$ cat config.mk
export PLATFORM = sky130hd
export DESIGN_NAME = pid_to_step_rate_drive_top
export DESIGN_NICKNAME = d
export VERILOG_FILES = /design/src/rtl/core/ptsr_pkg.sv /design/src/rtl/core/ptsr_mul.sv /design/src/rtl/core/ptsr_div.sv /design/src/rtl/core/pid_to_step_rate_drive_top.sv
export SDC_FILE = /design/constraint.sdc
export NUM_CORES = 2
export LEC_CHECK = 0
export ABC_AREA = 1
export BUFFER_PORTS_ARGS = -buffer_cell sky130_fd_sc_hd__buf_4
export CAP_MARGIN = 15
export CORE_UTILIZATION = 30
export CTS_CLUSTER_DIAMETER = 50
export DETAILED_ROUTE_END_ITERATION = 10
export HOLD_SLACK_MARGIN = 0.02
export PLACE_DENSITY = 0.46
export SETUP_SLACK_MARGIN = 0.5
export SLEW_MARGIN = 0
export SYNTH_ARGS = -nofsm -noshare
export SYNTH_HDL_FRONTEND = slang
export SYNTH_SLANG_ARGS = --single-unit
$ cat constraint.sdc
create_clock -name aclk -period 4.9 [get_ports aclk]
set_clock_uncertainty 0.2 [all_clocks]
set_input_delay 0.49 -clock aclk [delete_from_list [all_inputs] [get_ports aclk]]
set_output_delay 0.49 -clock aclk [all_outputs]
set_load 0.01 [all_outputs]
$ cat src/rtl/core/ptsr_pkg.sv
// shared widths, register indexes and constants of the pitch pid step rate drive
package ptsr_pkg;

    localparam int PITCH_W    = 17;
    localparam int ERR_W      = PITCH_W + 1;
    localparam int GAIN_W     = 16;
    localparam int DT_W       = 16;
    localparam int INTEG_W    = 48;
    localparam int MUL_OP_W   = 48;
    localparam int MUL_P_W    = GAIN_W + MUL_OP_W;
    localparam int DIV_N_W    = ERR_W + 1 + DT_W;
    localparam int DIV_D_W    = 16;
    localparam int DER_W      = DIV_N_W + 1;
    localparam int SUM_W      = 56;
    localparam int FRAC_W     = 16;
    localparam int DRIVE_W    = 32;
    localparam int RATE_OUT_W = 9;
    localparam int PERIOD_W   = 29;
    localparam int PULSE_W    = 28;

    localparam int CFG_IDX_W  = 3;
    localparam int CFG_DATA_W = 17;

    localparam int S_TDATA_W  = 24;
    localparam int M_TDATA_W  = 104;

    // configuration register indexes
    localparam logic [CFG_IDX_W-1:0] CFG_PITCH_TARGET = 3'd0;
    localparam logic [CFG_IDX_W-1:0] CFG_GAIN_P       = 3'd1;
    localparam logic [CFG_IDX_W-1:0] CFG_GAIN_I       = 3'd2;
    localparam logic [CFG_IDX_W-1:0] CFG_GAIN_D       = 3'd3;
    localparam logic [CFG_IDX_W-1:0] CFG_TICK_SECONDS = 3'd4;

    localparam logic [GAIN_W-1:0] GAIN_P_RST = 16'd12800;
    localparam logic [GAIN_W-1:0] GAIN_I_RST = 16'd256;
    localparam logic [GAIN_W-1:0] GAIN_D_RST = 16'd0;
    localparam logic [DT_W-1:0]   DT_RST     = 16'd655;

    localparam int MAX_RATE_HZ_DEF = 300;

    localparam logic [DIV_N_W-1:0] PERIOD_NUM = 35'd1000000000;

endpackage

$ cat src/rtl/core/ptsr_mul.sv
// bit serial multiplier: unsigned gain times signed operand, one gain bit per cycle
module ptsr_mul (
    input  logic                                  aclk,
    input  logic                                  aresetn,
    input  logic                                  start,
    input  logic [ptsr_pkg::GAIN_W-1:0]           gain,
    input  logic signed [ptsr_pkg::MUL_OP_W-1:0]  operand,
    output logic                                  busy,
    output logic signed [ptsr_pkg::MUL_P_W-1:0]   product
);
    import ptsr_pkg::*;

    localparam int CNT_W = $clog2(GAIN_W);
    localparam logic [CNT_W-1:0] CNT_LAST = CNT_W'(GAIN_W - 1);

    logic                      busy_reg;
    logic [CNT_W-1:0]          cnt_reg;
    logic [GAIN_W-1:0]         gain_reg;
    logic signed [MUL_P_W-1:0] op_reg;
    logic signed [MUL_P_W-1:0] acc_reg;

    always_ff @(posedge aclk) begin
        if (!aresetn) begin
            busy_reg <= 1'b0;
            cnt_reg  <= '0;
        end else if (start) begin
            busy_reg <= 1'b1;
            cnt_reg  <= '0;
        end else if (busy_reg) begin
            cnt_reg <= cnt_reg + 1'b1;
            if (cnt_reg == CNT_LAST) begin
                busy_reg <= 1'b0;
            end
        end
    end

    always_ff @(posedge aclk) begin
        if (start) begin
            gain_reg <= gain;
            op_reg   <= MUL_P_W'(operand);
            acc_reg  <= '0;
        end else if (busy_reg) begin
            if (gain_reg[0]) begin
                acc_reg <= acc_reg + op_reg;
            end
            op_reg   <= op_reg <<< 1;
            gain_reg <= gain_reg >> 1;
        end
    end

    assign busy    = busy_reg;
    assign product = acc_reg;

endmodule

$ cat src/rtl/core/ptsr_div.sv
// restoring divider, one quotient bit per cycle
module ptsr_div (
    input  logic                          aclk,
    input  logic                          aresetn,
    input  logic                          start,
    input  logic [ptsr_pkg::DIV_N_W-1:0]  dividend,
    input  logic [ptsr_pkg::DIV_D_W-1:0]  divisor,
    output logic                          busy,
    output logic [ptsr_pkg::DIV_N_W-1:0]  quotient
);
    import ptsr_pkg::*;

    localparam int CNT_W = $clog2(DIV_N_W);
    localparam logic [CNT_W-1:0] CNT_LAST = CNT_W'(DIV_N_W - 1);

    logic                 busy_reg;
    logic [CNT_W-1:0]     cnt_reg;
    logic [DIV_N_W-1:0]   quo_reg;
    logic [DIV_D_W-1:0]   rem_reg;
    logic [DIV_D_W-1:0]   den_reg;
    logic [DIV_D_W:0]     shifted;
    logic [DIV_D_W+1:0]   trial;

    assign shifted = {rem_reg, quo_reg[DIV_N_W-1]};
    assign trial   = {1'b0, shifted} - {2'b00, den_reg};

    always_ff @(posedge aclk) begin
        if (!aresetn) begin
            busy_reg <= 1'b0;
            cnt_reg  <= '0;
        end else if (start) begin
            busy_reg <= 1'b1;
            cnt_reg  <= '0;
        end else if (busy_reg) begin
            cnt_reg <= cnt_reg + 1'b1;
            if (cnt_reg == CNT_LAST) begin
                busy_reg <= 1'b0;
            end
        end
    end

    always_ff @(posedge aclk) begin
        if (start) begin
            quo_reg <= dividend;
            rem_reg <= '0;
            den_reg <= divisor;
        end else if (busy_reg) begin
            // remainder stays below the divisor, so it fits the divisor width
            if (!trial[DIV_D_W+1]) begin
                rem_reg <= trial[DIV_D_W-1:0];
            end else begin
                rem_reg <= shifted[DIV_D_W-1:0];
            end
            quo_reg <= {quo_reg[DIV_N_W-2:0], ~trial[DIV_D_W+1]};
        end
    end

    assign busy     = busy_reg;
    assign quotient = quo_reg;

endmodule

$ cat src/rtl/core/pid_to_step_rate_drive_top.sv
// pitch pid controller producing drive value, direction, step rate and pwm timing
//
//  port group  | dir | contents
//  ------------+-----+------------------------------------------------------------
//  s_*         | in  | one pitch sample per request
//  m_*         | out | drive, forward, step rate, pwm period, pwm pulse per request
//  cfg_*       | in  | register writes: target, three gains, tick period
//
// a sample is taken only once the previous one is in the output register; the
// work is set by the shared bit serial multiplier (four products) and the radix-2
// divider (the derivative, overlapped with two products, and the pwm period, left
// out when the drive is zero)
// reset is synchronous, clears integral and last error, resets cfg to defaults
// a finished result waits in the output register while the next sample is taken
module pid_to_step_rate_drive_top #(
    parameter int MAX_RATE_HZ = ptsr_pkg::MAX_RATE_HZ_DEF
) (
    input  logic                              aclk,
    input  logic                              aresetn,
    // [16:0] pitch_measured
    input  logic [ptsr_pkg::S_TDATA_W-1:0]    s_tdata,
    input  logic                              s_tvalid,
    output logic                              s_tready,
    // [31:0] drive_value, [32] forward, [41:33] step_rate_hz,
    // [70:42] pwm_period_ns, [98:71] pwm_pulse_ns
    output logic [ptsr_pkg::M_TDATA_W-1:0]    m_tdata,
    output logic                              m_tvalid,
    input  logic                              m_tready,
    input  logic                              cfg_we,
    input  logic [ptsr_pkg::CFG_IDX_W-1:0]    cfg_addr,
    input  logic [ptsr_pkg::CFG_DATA_W-1:0]   cfg_wdata
);
    import ptsr_pkg::*;

    localparam int RATE_W = $clog2(MAX_RATE_HZ + 1);
    localparam int DRV_Q_W = SUM_W - FRAC_W;
    localparam logic signed [DRV_Q_W-1:0] DRV_HI = DRV_Q_W'(64'sd2147483647);
    localparam logic signed [DRV_Q_W-1:0] DRV_LO = -DRV_HI;
    localparam logic signed [INTEG_W-1:0] INTEG_MAX = {1'b0, {(INTEG_W-1){1'b1}}};
    localparam logic signed [INTEG_W-1:0] INTEG_MIN = {1'b1, {(INTEG_W-1){1'b0}}};
    localparam logic [FRAC_W-1:0] FRAC_ONES = '1;

    localparam logic [3:0] S_IDLE  = 4'd0;
    localparam logic [3:0] S_START = 4'd1;
    localparam logic [3:0] S_M_DT  = 4'd2;
    localparam logic [3:0] S_M_KP  = 4'd3;
    localparam logic [3:0] S_W_DIV = 4'd4;
    localparam logic [3:0] S_M_KI  = 4'd5;
    localparam logic [3:0] S_M_KD  = 4'd6;
    localparam logic [3:0] S_DRIVE = 4'd7;
    localparam logic [3:0] S_RATE  = 4'd8;
    localparam logic [3:0] S_W_PER = 4'd9;
    localparam logic [3:0] S_OUT   = 4'd10;

    logic [3:0]                state_reg;
    logic signed [PITCH_W-1:0] target_reg;
    logic [GAIN_W-1:0]         kp_reg;
    logic [GAIN_W-1:0]         ki_reg;
    logic [GAIN_W-1:0]         kd_reg;
    logic [DT_W-1:0]           dt_reg;

    logic signed [INTEG_W-1:0] integ_reg;
    logic signed [ERR_W-1:0]   last_err_reg;
    logic signed [ERR_W-1:0]   err_reg;
    logic                      diff_neg_reg;
    logic signed [DER_W-1:0]   deriv_reg;
    logic signed [SUM_W-1:0]   sum_reg;
    logic [DRIVE_W-1:0]        drive_reg;
    logic [RATE_W-1:0]         rate_reg;
    logic [PERIOD_W-1:0]       period_reg;

    logic [M_TDATA_W-1:0]      m_tdata_reg;
    logic                      m_tvalid_reg;

    logic                      mul_start;
    logic [GAIN_W-1:0]         mul_gain;
    logic signed [MUL_OP_W-1:0] mul_op;
    logic                      mul_busy;
    logic signed [MUL_P_W-1:0] mul_prod;

    logic                      div_start;
    logic [DIV_N_W-1:0]        div_num;
    logic [DIV_D_W-1:0]        div_den;
    logic                      div_busy;
    logic [DIV_N_W-1:0]        div_quo;

    logic signed [PITCH_W-1:0] pitch_in;
    logic signed [ERR_W-1:0]   err_calc;
    logic signed [ERR_W:0]     diff;
    logic [ERR_W:0]            diff_mag;
    logic signed [INTEG_W:0]   integ_sum;
    logic signed [INTEG_W-1:0] integ_sat;
    logic signed [DER_W-1:0]   quo_s;
    logic signed [DER_W-1:0]   deriv_calc;
    logic signed [MUL_P_W-1:0] ki_rnd;
    logic signed [INTEG_W-1:0] ki_term;
    logic signed [SUM_W-1:0]   sum_rnd;
    logic signed [DRV_Q_W-1:0] drive_q;
    logic [DRIVE_W-1:0]        drive_calc;
    logic [DRIVE_W-1:0]        mag;
    logic [RATE_W-1:0]         rate_calc;
    logic [DIV_D_W-1:0]        rate_ext;
    logic                      out_load;

    // config writes
    always_ff @(posedge aclk) begin
        if (!aresetn) begin
            target_reg <= '0;
            kp_reg     <= GAIN_P_RST;
            ki_reg     <= GAIN_I_RST;
            kd_reg     <= GAIN_D_RST;
            dt_reg     <= DT_RST;
        end else if (cfg_we) begin
            case (cfg_addr)
                CFG_PITCH_TARGET: target_reg <= $signed(cfg_wdata[PITCH_W-1:0]);
                CFG_GAIN_P:       kp_reg     <= cfg_wdata[GAIN_W-1:0];
                CFG_GAIN_I:       ki_reg     <= cfg_wdata[GAIN_W-1:0];
                CFG_GAIN_D:       kd_reg     <= cfg_wdata[GAIN_W-1:0];
                CFG_TICK_SECONDS: dt_reg     <= cfg_wdata[DT_W-1:0];
                default: ;
            endcase
        end
    end

    assign pitch_in = $signed(s_tdata[PITCH_W-1:0]);
    assign err_calc = ERR_W'(target_reg) - ERR_W'(pitch_in);
    assign diff     = (ERR_W+1)'(err_reg) - (ERR_W+1)'(last_err_reg);
    assign diff_mag = diff[ERR_W] ? (ERR_W+1)'(-diff) : diff;

    // integral update with saturation to the 48-bit range
    assign integ_sum = (INTEG_W+1)'(integ_reg) + (INTEG_W+1)'(mul_prod);
    always_comb begin
        if (integ_sum[INTEG_W] != integ_sum[INTEG_W-1]) begin
            integ_sat = integ_sum[INTEG_W] ? INTEG_MIN : INTEG_MAX;
        end else begin
            integ_sat = integ_sum[INTEG_W-1:0];
        end
    end

    // derivative sign restored after the magnitude division
    assign quo_s      = $signed({1'b0, div_quo});
    assign deriv_calc = (dt_reg == '0) ? '0 : (diff_neg_reg ? -quo_s : quo_s);

    // integral term scaled down, truncated toward zero
    assign ki_rnd  = mul_prod + (mul_prod[MUL_P_W-1] ? MUL_P_W'({1'b0, FRAC_ONES}) : '0);
    assign ki_term = $signed(ki_rnd[MUL_P_W-1:FRAC_W]);

    assign sum_rnd = sum_reg + (sum_reg[SUM_W-1] ? SUM_W'({1'b0, FRAC_ONES}) : '0);
    assign drive_q = $signed(sum_rnd[SUM_W-1:FRAC_W]);
    always_comb begin
        if (drive_q > DRV_HI) begin
            drive_calc = DRIVE_W'(DRV_HI);
        end else if (drive_q < DRV_LO) begin
            drive_calc = DRIVE_W'(DRV_LO);
        end else begin
            drive_calc = drive_q[DRIVE_W-1:0];
        end
    end

    assign mag = drive_reg[DRIVE_W-1] ? (DRIVE_W'(0) - drive_reg) : drive_reg;
    always_comb begin
        if (mag == '0) begin
            rate_calc = '0;
        end else if (mag >= DRIVE_W'(MAX_RATE_HZ)) begin
            rate_calc = RATE_W'(MAX_RATE_HZ);
        end else begin
            rate_calc = RATE_W'(mag + 1'b1);
        end
    end
    assign rate_ext = DIV_D_W'(rate_reg);

    // shared multiplier operand selection
    always_comb begin
        mul_start = 1'b0;
        mul_gain  = dt_reg;
        mul_op    = MUL_OP_W'(err_reg);
        case (state_reg)
            S_START: begin
                mul_start = 1'b1;
            end
            S_M_DT: begin
                mul_start = !mul_busy;
                mul_gain  = kp_reg;
            end
            S_W_DIV: begin
                mul_start = !div_busy;
                mul_gain  = ki_reg;
                mul_op    = integ_reg;
            end
            S_M_KI: begin
                mul_start = !mul_busy;
                mul_gain  = kd_reg;
                mul_op    = MUL_OP_W'(deriv_reg);
            end
            default: ;
        endcase
    end

    always_comb begin
        div_start = 1'b0;
        div_num   = {diff_mag, {DT_W{1'b0}}};
        div_den   = dt_reg;
        case (state_reg)
            S_START: begin
                div_start = (dt_reg != '0);
            end
            S_RATE: begin
                div_start = (rate_calc != '0);
                div_num   = PERIOD_NUM;
                div_den   = DIV_D_W'(rate_calc);
            end
            default: ;
        endcase
    end

    ptsr_mul u_mul (
        .aclk    (aclk),
        .aresetn (aresetn),
        .start   (mul_start),
        .gain    (mul_gain),
        .operand (mul_op),
        .busy    (mul_busy),
        .product (mul_prod)
    );

    ptsr_div u_div (
        .aclk     (aclk),
        .aresetn  (aresetn),
        .start    (div_start),
        .dividend (div_num),
        .divisor  (div_den),
        .busy     (div_busy),
        .quotient (div_quo)
    );

    assign out_load = (state_reg == S_OUT) && (!m_tvalid_reg || m_tready);

    // sequencer and state that survives between samples
    always_ff @(posedge aclk) begin
        if (!aresetn) begin
            state_reg    <= S_IDLE;
            integ_reg    <= '0;
            last_err_reg <= '0;
        end else begin
            case (state_reg)
                S_IDLE: begin
                    if (s_tvalid) begin
                        state_reg <= S_START;
                    end
                end
                S_START: begin
                    last_err_reg <= err_reg;
                    state_reg    <= S_M_DT;
                end
                S_M_DT: begin
                    if (!mul_busy) begin
                        integ_reg <= integ_sat;
                        state_reg <= S_M_KP;
                    end
                end
                S_M_KP: begin
                    if (!mul_busy) begin
                        state_reg <= S_W_DIV;
                    end
                end
                S_W_DIV: begin
                    if (!div_busy) begin
                        state_reg <= S_M_KI;
                    end
                end
                S_M_KI: begin
                    if (!mul_busy) begin
                        state_reg <= S_M_KD;
                    end
                end
                S_M_KD: begin
                    if (!mul_busy) begin
                        state_reg <= S_DRIVE;
                    end
                end
                S_DRIVE: begin
                    state_reg <= S_RATE;
                end
                S_RATE: begin
                    state_reg <= (rate_calc != '0) ? S_W_PER : S_OUT;
                end
                S_W_PER: begin
                    if (!div_busy) begin
                        state_reg <= S_OUT;
                    end
                end
                S_OUT: begin
                    if (out_load) begin
                        state_reg <= S_IDLE;
                    end
                end
                default: begin
                    state_reg <= S_IDLE;
                end
            endcase
        end
    end

    // per-sample working registers
    always_ff @(posedge aclk) begin
        if (state_reg == S_IDLE && s_tvalid) begin
            err_reg <= err_calc;
        end
        if (state_reg == S_START) begin
            diff_neg_reg <= diff[ERR_W];
        end
        if (state_reg == S_M_KP && !mul_busy) begin
            sum_reg <= mul_prod[SUM_W-1:0];
        end
        if (state_reg == S_W_DIV && !div_busy) begin
            deriv_reg <= deriv_calc;
        end
        if (state_reg == S_M_KI && !mul_busy) begin
            sum_reg <= sum_reg + SUM_W'(ki_term);
        end
        if (state_reg == S_M_KD && !mul_busy) begin
            sum_reg <= sum_reg + mul_prod[SUM_W-1:0];
        end
        if (state_reg == S_DRIVE) begin
            drive_reg <= drive_calc;
        end
        if (state_reg == S_RATE) begin
            rate_reg   <= rate_calc;
            period_reg <= '0;
        end
        if (state_reg == S_W_PER && !div_busy) begin
            period_reg <= div_quo[PERIOD_W-1:0];
        end
    end

    // output register
    always_ff @(posedge aclk) begin
        if (!aresetn) begin
            m_tvalid_reg <= 1'b0;
        end else if (out_load) begin
            m_tvalid_reg <= 1'b1;
        end else if (m_tready) begin
            m_tvalid_reg <= 1'b0;
        end
    end

    always_ff @(posedge aclk) begin
        if (out_load) begin
            m_tdata_reg <= {
                {(M_TDATA_W - DRIVE_W - 1 - RATE_OUT_W - PERIOD_W - PULSE_W){1'b0}},
                period_reg[PERIOD_W-1:1],
                period_reg,
                rate_ext[RATE_OUT_W-1:0],
                ~drive_reg[DRIVE_W-1],
                drive_reg
            };
        end
    end

    assign s_tready = (state_reg == S_IDLE);
    assign m_tvalid = m_tvalid_reg;
    assign m_tdata  = m_tdata_reg;

    a_busy_after_accept: assert property (@(posedge aclk) disable iff (!aresetn)
        s_tvalid && s_tready |=> !s_tready)
        else $error("sample taken while the previous one is still in work");

    a_mul_idle_at_start: assert property (@(posedge aclk) disable iff (!aresetn)
        mul_start |-> !mul_busy)
        else $error("multiplier restarted before finishing");

    a_div_nonzero: assert property (@(posedge aclk) disable iff (!aresetn)
        div_start |-> (div_den != '0) && !div_busy)
        else $error("divider started with zero divisor or while busy");

    a_out_from_seq: assert property (@(posedge aclk) disable iff (!aresetn)
        $rose(m_tvalid_reg) |-> $past(state_reg) == S_OUT)
        else $error("result shown outside the output step");

endmodule

* Word-level counts from Yosys, hierarchy flattened
Cells that the tools add are included.
W data, S select, Z words.
** Operators by class
- Add/sub/neg operators :: 15
- $lt $le $gt $ge :: 3
- Equality and inequality tests :: 25
- Mux-type cells :: 46
- Bitwise operators :: 5
- Reductions and logical operators :: 35
** Operators by type and width (count)
- $mux W56 :: 3
- $mux W35 :: 4
- $mux W64 :: 2
- $mux W48 :: 2
- $pmux W48 S2 :: 1
- $mux W16 :: 5
- $add A64 B16 Y64 :: 1
- $add A64 B64 Y64 :: 1
- $mux W32 :: 2
- $mux W29 :: 2
- $add A56 B16 Y56 :: 1
- $add A56 B48 Y56 :: 1
- $add A56 B56 Y56 :: 1
- $add A48 B49 Y49 :: 1
- $pmux W16 S3 :: 1
- $pmux W4 S11 :: 1
- $gt A40 B32 Y1 const B :: 1
- $lt A40 B32 Y1 const B :: 1
- $neg A35 Y36 :: 1
- $ge A32 B9 Y1 const B :: 1
- $logic_not A32 Y1 :: 1
- $mux W4 :: 8
- $sub A1 B32 Y32 const A :: 1
- $mux W9 :: 3
- 36 further kinds :: 83
** Word-level totals
- Flip-flop bits (word level) :: 655
- Bits of input ports :: 49
- Output and inout port bits :: 106
- Word-level logic and storage cells :: 159

* Depth between registers and ports, before layout
- Word-level depth :: 8
- Depth in mapped cells :: 33
- Depth with buffers taken out :: 33

* Hierarchy
From an unflattened synthesis, not the netlist that was laid out.
** Second synthesis, totals
- Cells, all modules :: 7416
- Area, all modules :: 49682.6 sq um
** Modules (own cells, without submodules)
- pid_to_step_rate_drive_top :: instances 1, cells each 4947, area each 33792.4 sq um, sequential area each 10610.2 sq um
- ptsr_mul :: instances 1, cells each 1940, area each 11747.5 sq um, sequential area each 3783.6 sq um
- ptsr_div :: instances 1, cells each 529, area each 4142.7 sq um, sequential area each 1991.9 sq um

* Worst setup path before layout
Ideal clock, no wire load.
- Path type :: reg-to-reg
- Start :: register state_reg[2]
- End :: register u_mul.gain_reg[0], enable pin
- Library setup time :: 0.404 ns
- Arrival :: 4.189 ns
- Data required time :: 4.296 ns
- Slack :: 0.107 ns
- Stages on the path, launching flop included :: 12
- Path buffers :: 2
- Clock period less this slack :: 4.793 ns
- Path through :: dfxtp_1 > inv_1 > nor2_1 > inv_1 > nor2_1 > inv_1 > nor2_1 > inv_1 > nand3_1 > clkbuf_1 > clkbuf_1 > or2_2
** Between the ends
- Cells in the longest elaborated chain, start to end :: 4
- Elaborated cells on any way between the ends :: 7
- Classes of those cells :: eq/ne (4); mux (1); reduce/logical (2)
** RTL lines
- from (decl) :: line pid_to_step_rate_drive_top.sv:55 : logic [3:0] state_reg;
- from (signal assigned) :: line pid_to_step_rate_drive_top.sv:285 : state_reg <= (rate_calc != '0) ? S_W_PER : S_OUT;
- $eq A4 B3 Y1 or $eq A4 B2 Y1 (tied branches) :: line pid_to_step_rate_drive_top.sv:177 : case (state_reg)
- $reduce_or A2 Y1 (no line)
- $pmux W1 S3 (*) :: line pid_to_step_rate_drive_top.sv:177
- $reduce_bool A2 Y1 (no line) (*)
- to (signal assigned) :: line ptsr_mul.sv:39 : gain_reg <= gain;
- to (signal assigned) :: line ptsr_mul.sv:47 : gain_reg <= gain_reg >> 1;
- to (decl) :: line ptsr_mul.sv:18 : logic [GAIN_W-1:0] gain_reg;
Every way passes the cells marked *; elsewhere a longest branch is shown, timed or not.
A chain may end at the register's enable or synchronous reset.

* Worst setup path in the final report
- Start :: register u_mul.acc_reg[63], in the netlist u_mul.product[63]
- End :: register sum_reg[51] (data pin)
** Between the ends
- Cells in the longest elaborated chain, start to end :: 5
** RTL lines
- from (decl) :: line ptsr_mul.sv:20 : logic signed [MUL_P_W-1:0] acc_reg;
- from (signal assigned) :: line ptsr_mul.sv:44 : acc_reg <= acc_reg + op_reg;
- $mux W16 :: line pid_to_step_rate_drive_top.sv:145 : assign ki_rnd = mul_prod + (mul_prod[MUL_P_W-1] ? MUL_P_W'({1'b0, FRAC_ONES}) : '0);
- $add A64 B16 Y64 (*) :: line pid_to_step_rate_drive_top.sv:145
- $add A56 B48 Y56 (*) :: line pid_to_step_rate_drive_top.sv:319 : sum_reg <= sum_reg + SUM_W'(ki_term);
- $mux W56 (*) :: line pid_to_step_rate_drive_top.sv:318 : if (state_reg == S_M_KI && !mul_busy) begin
- $mux W56 (*) :: line pid_to_step_rate_drive_top.sv:321 : if (state_reg == S_M_KD && !mul_busy) begin
- to (signal assigned) :: line pid_to_step_rate_drive_top.sv:313 : sum_reg <= mul_prod[SUM_W-1:0];
- to (signal assigned) :: line pid_to_step_rate_drive_top.sv:319
- to (signal assigned) :: line pid_to_step_rate_drive_top.sv:322 : sum_reg <= sum_reg + mul_prod[SUM_W-1:0];
- to (decl) :: line pid_to_step_rate_drive_top.sv:67 : logic signed [SUM_W-1:0] sum_reg;
Marks and branches as above.

==> impl_metrics.json <==
{
  "pwr_density_cell_nw_per_um2": 551,
  "cts_tree": "done",
  "avgSynthCellArea_sq_um": 7.12,
  "clk_latency_ns": 0.73,
  "dp.cells": 9058,
  "clockBufferDepth": 3,
  "fin_crit_sh": 1.01,
  "synth_edf_count": 383,
  "final_layout_size_suffix_gt1_frac": 0.184,
  "drtIter0Drc": 3173,
  "dr.pass1.iters": 6,
  "coreArea_sq_um": 155000,
  "tightest_slew_ns": 0.974,
  "grt_max_degree": 123,
  "syn-cell-area_sq_um": 47000,
  "finalNetCount": 7579,
  "ant_nets": 0,
  "synth_cell_types": 67,
  "finalNonFillerCells": 9347,
  "status": "finished with violations",
  "path_clk_slew_ns": 0.06,
  "vias_per_cell": 5.02,
  "syn-instance-count": 6597,
  "violations": "setup timing",
  "port_buffers": 142,
  "synthFlopType": "edfxtp_1",
  "cap_violations": 0,
  "die_area_sq_um": 158000,
  "floorplan.initialDensity": 0.304,
  "yosysTopAreaCellShare": 0.245,
  "cp_slowest_stage_delay_ns": 0.39,
  "cp_data_arrival_time_ns": 5.21,
  "setup_violations": 1,
  "track_usage": 0.231,
  "critPathMaxFanout": 6,
  "ys_ff_latch": 627,
  "fmax_mhz": 202,
  "path_class": "register to register",
  "synthArstFlopShare": 0,
  "numCtsBuffers": 100,
  "largest_reg_flops": 71,
  "rows": 144,
  "leakagePower_nw": 26.7,
  "root_buffer": "clkbuf_16",
  "required_ns": 5.17,
  "grt_pass1_wl_um": 280000,
  "ir_drop_v": 0.000298,
  "h-tree-depth": 3,
  "drt-wirelength-per-cell_um": 20.1,
  "finalWirelength_um": 188000,
  "synth_top_area_cell": "edfxtp_1",
  "yosys_warnings": 0,
  "cts.sinks": 627,
  "overflow": 0,
  "place_hpwl_um": 150000,
  "rsz0062_at_grt": "yes",
  "synth_area_leaders": "edfxtp_1, nand2_1, dfxtp_1",
  "vias": 46882,
  "p_total_mw": 33.1,
  "critPathCaptureType": "register",
  "fin_crit_ns": 4.94,
  "drc": 0,
  "startpoint_type": "register",
  "crit_top_cell": "buf_4",
  "area_growth_pct": 28.0,
  "seq_area_frac_synth": 0.349,
  "maxSlewViolCount": 0,
  "io_pins": 155,
  "hold_violations": 0,
  "gp_congestion": 0.928,
  "hold_class": "primary input to register",
  "critPathSlowestCell": "dfxtp_4",
  "antenna_found_initial": 2,
  "final_core_util": 0.388,
  "grt_pass1_vias": 45422,
  "worst_slack_ns": -0.0408,
  "die_w_um": 398,
  "die_h_um": 398,
  "slew_headroom": 0.348
}
==> layer usage <==
metal | share of wire | up-vias | global-route usage
met2 | 0.47 | 1012 | 0.393
met3 | 0.036 | 259 | 0.0208
met1 | 0.45 | 22170 | 0.304
met4 | 0.039 | 0 | 0.0837
li1 | - | 23441 | -
met5 | 0 | - | 0
==> area by class of cell <==
cell class                 instances  area [sq um]
fill                           16252         94600
multi-input combinational       4866         28600
sequential                       627         16400
timing repair buffer             704          5640
inverter                         915          3440
clock buffer                     116          2650
tap                             2044          2560
clock inverter                    74           805
antenna                            1          2.50
==> cell families (layout without fill, tap and decap cells) <==
family / Yosys count / after routing / synth area share
other: 1 / 6 / 0.0000798
adder cells (fa/ha/maj): 316 / 316 / 0.0853
XOR/XNOR: 229 / 229 / 0.0427
buffers and inverters: 1109 / 1809 / 0.0929
AND/OR/NAND/NOR: 2679 / 2680 / 0.234
AO/OA/AOI/OAI: 1632 / 1632 / 0.195
multiplexers: 4 / 4 / 0.000932
flip-flops: 627 / 627 / 0.349
==> stage by stage <==
stage / hold WS [ns] / TNS [ns] / worst slack, ns / area, sq um
after floorplan: 0.200 / 0 / 0.516 / 47000
after global placement: 0.202 / -11.57 / -0.871 / 53400
after detailed placement: 0.205 / -11.47 / -0.840 / 53400
after CTS: 0.0275 / -0.00737 / -0.00737 / 59000
after global routing: 0.0951 / -5.27 / -0.281 / 60100
final: 0.0838 / -0.0408 / -0.0408 / 60100
==> synth_stat cells, types with 18 or more instances <==
cell type and n:
a21boi_0 20, a21o_1 46, a21oi_1 670, a31oi_1 114
a41oi_1 38, buf_2 18, buf_4 38, clkbuf_1 128
dfxtp_1 244, edfxtp_1 383, ha_1 309, inv_1 903
nand2_1 1338, nand3_1 215, nand4_1 58, nor2_1 840
nor2_2 21, nor3_1 91, nor4_1 33, o211ai_1 37
o21a_1 38, o21ai_0 549, o21ai_1 18, o21ai_2 18
or2_2 28, xnor2_1 73, xor2_1 156
==> critical path, delay by kind of cell (launching register included) <==
kind                       cells  cell delay, ns
and+or+nand+nor               14            1.65
buffers and inverters         10            1.33
adders and majority gates      2            0.58
AOI/OAI and AO/OA              3            0.41
DFF                            1            0.39
xor gates and xnor gates       1            0.19
==> timing repair <==
action                     CTS  global route
pin swaps                  101            90
resized for setup          390           194
setup endpoints to repair   86           205
cloned                       0             1
buffers inserted            39            37
hold endpoints to repair    84             0
hold buffers                20             0
==> layout by cell type, fill, tap and decap left out, drive strengths merged, types with 92 or more instances in the layout <==
master	n
buf	684
clkbuf	116
nand2	1348
nor2	866
inv	928
nor3	92
a21oi	678
o21ai	585
ha	309
nand3	218
xor2	156
a31oi	114
dfxtp	244
edfxtp	383
==> worst paths after layout <==
path / from / to / slack, ns / depth (start not counted)
worst max-delay path: u_mul.product[63] / sum_reg[51] / -0.04 / 30
worst min-delay path: cfg_addr[0] / ki_reg[8] / 0.08 / 5
worst min register to register: period_reg[14] / m_tdata[84] / 0.21 / 0
worst max register to register: u_mul.product[63] / sum_reg[51] / -0.04 / 30
==> report_power, final <==
part,internal (mW),switching [mW],leakage [nW],total (mW)
Sequential,7.20,0.933,5.50,8.14
Clock,4.25,2.94,1.66,7.19
Combinational,6.49,11.3,19.6,17.8
Note: power is estimated with default switching activity, not from simulation.
